<file path="src/hw/rtl/tdpt_pkg.sv">
`timescale 1ns / 1ps

package tdpt_pkg;

	// default operand width
	localparam int WIDTH_DEFAULT = 32;

	// sequencer states
	typedef enum logic {
		ST_IDLE,
		ST_DIV
	} state_t;

endpackage

</file>
<file path="src/hw/rtl/tdpt_div.sv">
`timescale 1ns / 1ps

// bit-serial restoring divider, one quotient bit per cycle
module tdpt_div #(
	parameter int WIDTH = tdpt_pkg::WIDTH_DEFAULT
) (
	input  logic             clk,
	input  logic             arst_n,
	input  logic             go,
	input  logic [WIDTH-1:0] dividend,
	input  logic [WIDTH-1:0] divisor,
	output logic             fin,
	output logic [WIDTH-1:0] quotient,
	output logic [WIDTH-1:0] remainder
);

	localparam int CW = (WIDTH > 2) ? $clog2(WIDTH) : 1;

	logic [WIDTH-1:0] dvd_q;
	logic [WIDTH-1:0] rem_q;
	logic [WIDTH-1:0] quo_q;
	logic [CW-1:0]    cnt_q;
	logic             run_q;
	logic             fin_q;

	logic [WIDTH:0] trial;
	logic [WIDTH:0] diff;
	logic           ge;

	// shift in the next dividend bit and try the subtraction
	assign trial = {rem_q, dvd_q[WIDTH-1]};
	assign diff  = trial - {1'b0, divisor};
	assign ge    = (trial >= {1'b0, divisor});

	always_ff @(posedge clk or negedge arst_n) begin
		if (!arst_n) begin
			run_q <= 1'b0;
			fin_q <= 1'b0;
			cnt_q <= '0;
		end else begin
			fin_q <= 1'b0;
			if (go) begin
				run_q <= 1'b1;
				cnt_q <= CW'(WIDTH - 1);
			end else if (run_q) begin
				if (cnt_q == '0) begin
					run_q <= 1'b0;
					fin_q <= 1'b1;
				end else begin
					cnt_q <= cnt_q - 1'b1;
				end
			end
		end
	end

	always_ff @(posedge clk) begin
		if (go) begin
			dvd_q <= dividend;
			rem_q <= '0;
			quo_q <= '0;
		end else if (run_q) begin
			dvd_q <= {dvd_q[WIDTH-2:0], 1'b0};
			rem_q <= ge ? diff[WIDTH-1:0] : trial[WIDTH-1:0];
			quo_q <= {quo_q[WIDTH-2:0], ge};
		end
	end

	assign fin       = fin_q;
	assign quotient  = quo_q;
	assign remainder = rem_q;

	a_go_idle: assert property (@(posedge clk) disable iff (!arst_n)
		go |-> !run_q)
		else $error("divider restarted while running");

endmodule
</file>
<file path="config.mk">
export PLATFORM = sky130hd
export DESIGN_NAME = tdpt_div
export DESIGN_NICKNAME = d
export VERILOG_FILES = /design/src/hw/rtl/tdpt_pkg.sv /design/src/hw/rtl/tdpt_div.sv
export SDC_FILE = /design/constraint.sdc
export NUM_CORES = 1
export LEC_CHECK = 0
export ABC_AREA = 1
export BUFFER_PORTS_ARGS = -buffer_cell sky130_fd_sc_hd__buf_2
export CORE_MARGIN = 1
export CORE_UTILIZATION = 60
export DETAILED_ROUTE_END_ITERATION = 10
export GPL_ROUTABILITY_DRIVEN = 0
export PLACE_DENSITY = 0.95
export SYNTH_ARGS = -nofsm -noshare
export SYNTH_HDL_FRONTEND = slang
export SYNTH_SLANG_ARGS = --single-unit
</file>
<file path="constraint.sdc">
create_clock -name clk -period 5.45 [get_ports clk]
set_clock_uncertainty 0.1 [all_clocks]
set_input_delay 0.8175 -clock clk [delete_from_list [all_inputs] [get_ports clk]]
set_output_delay 0.8175 -clock clk [all_outputs]
set_load 0.05 [all_outputs]
</file>
==> flow_metrics.env <==
export IMPL_drt_initial_drc_count=466
export IMPL_first_global_vias=6515
export IMPL_result_of_the_run="completed"
export IMPL_synthArstFlopShare_pct=6.80
export IMPL_filler_cell_count=926
export IMPL_layout_nets=1283
export IMPL_cts_post_setup_buffers_inserted=0
export IMPL_reg_to_reg_end="remainder[21]"
export IMPL_design_area_sq_um=7830
export IMPL_drtAntennaViolNets=0
export IMPL_h_tree_depth=3
export IMPL_routed_wirelength_microns=17800
export IMPL_drive_above_1_share_pct=14.9
export IMPL_grt_max_degree=64
export IMPL_vias_per_cell=5.22
export IMPL_grt_setup_unrepaired="false"
export IMPL_clk_insertion_delay_late_ps=360
export IMPL_synth_enable_flop_cells=32
export IMPL_combPwrFrac_pct=52.3
export IMPL_cts_tree="built"
export IMPL_hold_ws_ps=175
export IMPL_placed_cell_area_sq_um=7540
export IMPL_post_synth_num_cell_types=37
export IMPL_finalSetupTns_ps=0
export IMPL_timing_reg2reg_setup_slack_ps=2820
export IMPL_grt_pass1_wl_microns=29600
export IMPL_antenna_diode_count=0
export IMPL_sequentialPowerShare_pct=29.1
export IMPL_final_hold_viol_count=0
export IMPL_fin_crit_sh_pct=53.5
export IMPL_net_switching_power_uw=1720
export IMPL_timing_fmax_ghz=0.343
export IMPL_die_height_microns=109
export IMPL_postSynthAreaPerCell_sq_um=6.41
export IMPL_drc=0
export IMPL_final_min_clock_period_ps=2920
export IMPL_placeableCoreArea_sq_um=10900
export IMPL_die_width_microns=109
export IMPL_cp_max_fo=63
export IMPL_post_synth_inst_count=1063
export IMPL_port_buffers=131
export IMPL_post_place_ws_ps=2260
export IMPL_synth_top_area_cell="sky130_fd_sc_hd__nand2_1"
export IMPL_routed_wire_length_per_instance_microns=13.5
export IMPL_cts_inserted_buffers=9
export IMPL_placementRows=38
export IMPL_grt_usage_pct=31.9
export IMPL_worst_setup_path_startpoint="go"
export IMPL_clock_power_share_pct=18.6
export IMPL_ys_ff_latch=103
export IMPL_swShare_pct=49.0
export IMPL_cts_max_path_buffers=2
export IMPL_drt_pre_antenna_iters=6
export IMPL_synth_top_cells_by_count="sky130_fd_sc_hd__nand2_1, sky130_fd_sc_hd__inv_1, sky130_fd_sc_hd__dfxtp_1"
export IMPL_p_per_area_nw_per_um2=449
export IMPL_timing_max_slew_rel_slack_pct=23.0
export IMPL_cp_arrival_ps=3060
export IMPL_clk_pin_slew_worst_paths_ps=80
export IMPL_worst_reg_to_reg_path_cell_count=13
export IMPL_post_synth_main_area_contributors="sky130_fd_sc_hd__nand2_1, sky130_fd_sc_hd__dfxtp_1, sky130_fd_sc_hd__edfxtp_1, sky130_fd_sc_hd__inv_1, sky130_fd_sc_hd__ha_1"
export IMPL_ios=132
export IMPL_yosysWarningCount=0
export IMPL_category_of_the_worst_setup_path_capture_point="flip-flop"
export IMPL_hold_path_class="in2async"
export IMPL_post_route_worst_setup_slack_ps=2530
export IMPL_routed_via_count=6917
export IMPL_final_setup_viol_count=0
export IMPL_cts_resized=0
export IMPL_critical_path_startpoint_type="primary input"
export IMPL_drv_slew=0
export IMPL_synth_largest_type_area_fraction_pct=25.6
export IMPL_setup_worst_path_end="quotient[12]"
export IMPL_drv_cap=0
export IMPL_grt_antenna_before_repair=0
export IMPL_seq_total_area_yosys_pct=35.5
export IMPL_ir_drop_mv=0.254
export IMPL_critPathRequiredTime_ps=5590
export IMPL_post_dp_hpwl_microns=12800
export IMPL_area_delta_synth_final_pct=14.8
export IMPL_numClockSinks=103
export IMPL_synth_ff_type="sky130_fd_sc_hd__dfxtp_1"
export IMPL_yosysMostFrequentCell="sky130_fd_sc_hd__nand2_1"
export IMPL_cellLeakagePower_uw=0.00460
export IMPL_timing_rr_start="remainder[21]"
export IMPL_globalRouteOverflowTotal=0
export IMPL_syn_area_sq_um=6820
export IMPL_tightest_slew_ps=1150
export IMPL_cts_hold_repair_buffers=0
export IMPL_setup_worst_path_class="in2reg"
export IMPL_intPower_uw=1790
export IMPL_root_buffer="sky130_fd_sc_hd__clkbuf_16"
export IMPL_start_util_pct=62.3
export IMPL_synth_fp_nets=1165
export IMPL_design_die_area_sq_um=11800
power groups by stage:
stage	clock [uW]	combinational (uW)	sequential, uW
after floorplan	0	1120	1340
after global placement	0	1760	1030
after detailed placement	0	1800	1040
after CTS	652	1810	1020
after global routing	684	2040	1040
final	653	1840	1020
metrics by stage:
step                      power [uW]  instances  util [%]
final                           3510       1326      71.6
after global routing            3770       1326      71.6
after CTS                       3490       1326      71.6
after detailed placement        2840       1310      68.9
after global placement          2790       1310      68.9
after floorplan                 2460       1063         -
state kept, by name, summed over array words and instances (netlist names):
name,cells
fin,1
cnt_q,5
quotient,32
remainder,32
dvd_q,32
run_q,1
worst max-delay path, cell delays in order:
cell                      delay [ps]
sky130_fd_sc_hd__buf_2           310
sky130_fd_sc_hd__nor2_2          750
sky130_fd_sc_hd__inv_2           700
sky130_fd_sc_hd__o22ai_1         460
logic make-up (layout without fill, tap and decap cells):
logic type | count (synthesis) | in the layout | share of synthesized area (%)
and+or+nand+nor | 617 | 617 | 37.4
buffers and inverters | 226 | 349 | 12.9
DFF | 103 | 103 | 35.5
AOI/OAI and AO/OA | 67 | 67 | 5.76
adders and majority gates | 35 | 35 | 6.53
xor gates and xnor gates | 15 | 15 | 1.93
layer usage:
metal / routed length (microns) / vias up / GRT usage, %
met5: 0 / - / 0
met4: 602 / 0 / 14.7
met3: 1450 / 66 / 7.96
met2: 8680 / 291 / 55.5
met1: 7110 / 3077 / 36.6
li1: - / 3483 / -
area by class of cell:
| type | instances | area (sq um) | share of cell area [%] |
|---|---|---|---|
| Clock inverter | 7 | 62.6 | 0.799 |
| Clock buffer | 9 | 225 | 2.88 |
| Sequential cell | 103 | 2420 | 30.9 |
| Tap cell | 140 | 175 | 2.24 |
| Inverter | 200 | 751 | 9.59 |
| Multi-Input combinational cell | 734 | 3530 | 45.0 |
| Timing Repair Buffer | 133 | 671 | 8.57 |
worst min path at each step:
stage | from | endpoint | slack [ps] | cells past startpoint
after detailed placement | quotient[31] | quotient[31] | 350 | 2
final | arst_n | cnt_q[0] | 180 | 1
after CTS | arst_n | cnt_q[0] | 180 | 1
after floorplan | run_q | fin | 390 | 2
after global routing | arst_n | cnt_q[1] | 190 | 1
after global placement | quotient[31] | quotient[31] | 340 | 2
placed cells by master (no fill, tap or decap), types with 2 or more instances in the layout:
master	count
sky130_fd_sc_hd__a21oi_1	22
sky130_fd_sc_hd__buf_2	131
sky130_fd_sc_hd__buf_4	2
sky130_fd_sc_hd__clkbuf_16	9
sky130_fd_sc_hd__clkinvlp_2	2
sky130_fd_sc_hd__dfrtp_1	7
sky130_fd_sc_hd__dfxtp_1	64
sky130_fd_sc_hd__edfxtp_1	32
sky130_fd_sc_hd__ha_1	34
sky130_fd_sc_hd__inv_1	192
sky130_fd_sc_hd__inv_2	8
sky130_fd_sc_hd__inv_8	2
sky130_fd_sc_hd__nand2_1	465
sky130_fd_sc_hd__nand2_2	6
sky130_fd_sc_hd__nand3_1	61
sky130_fd_sc_hd__nand3b_1	9
sky130_fd_sc_hd__nand4_1	8
sky130_fd_sc_hd__nor2_1	48
sky130_fd_sc_hd__nor2_2	6
sky130_fd_sc_hd__nor2_4	2
sky130_fd_sc_hd__nor3_1	4
sky130_fd_sc_hd__o21ai_0	7
sky130_fd_sc_hd__o21bai_1	5
sky130_fd_sc_hd__o22ai_1	30
sky130_fd_sc_hd__xor2_1	14
Note: power is estimated with default switching activity, not from simulation.
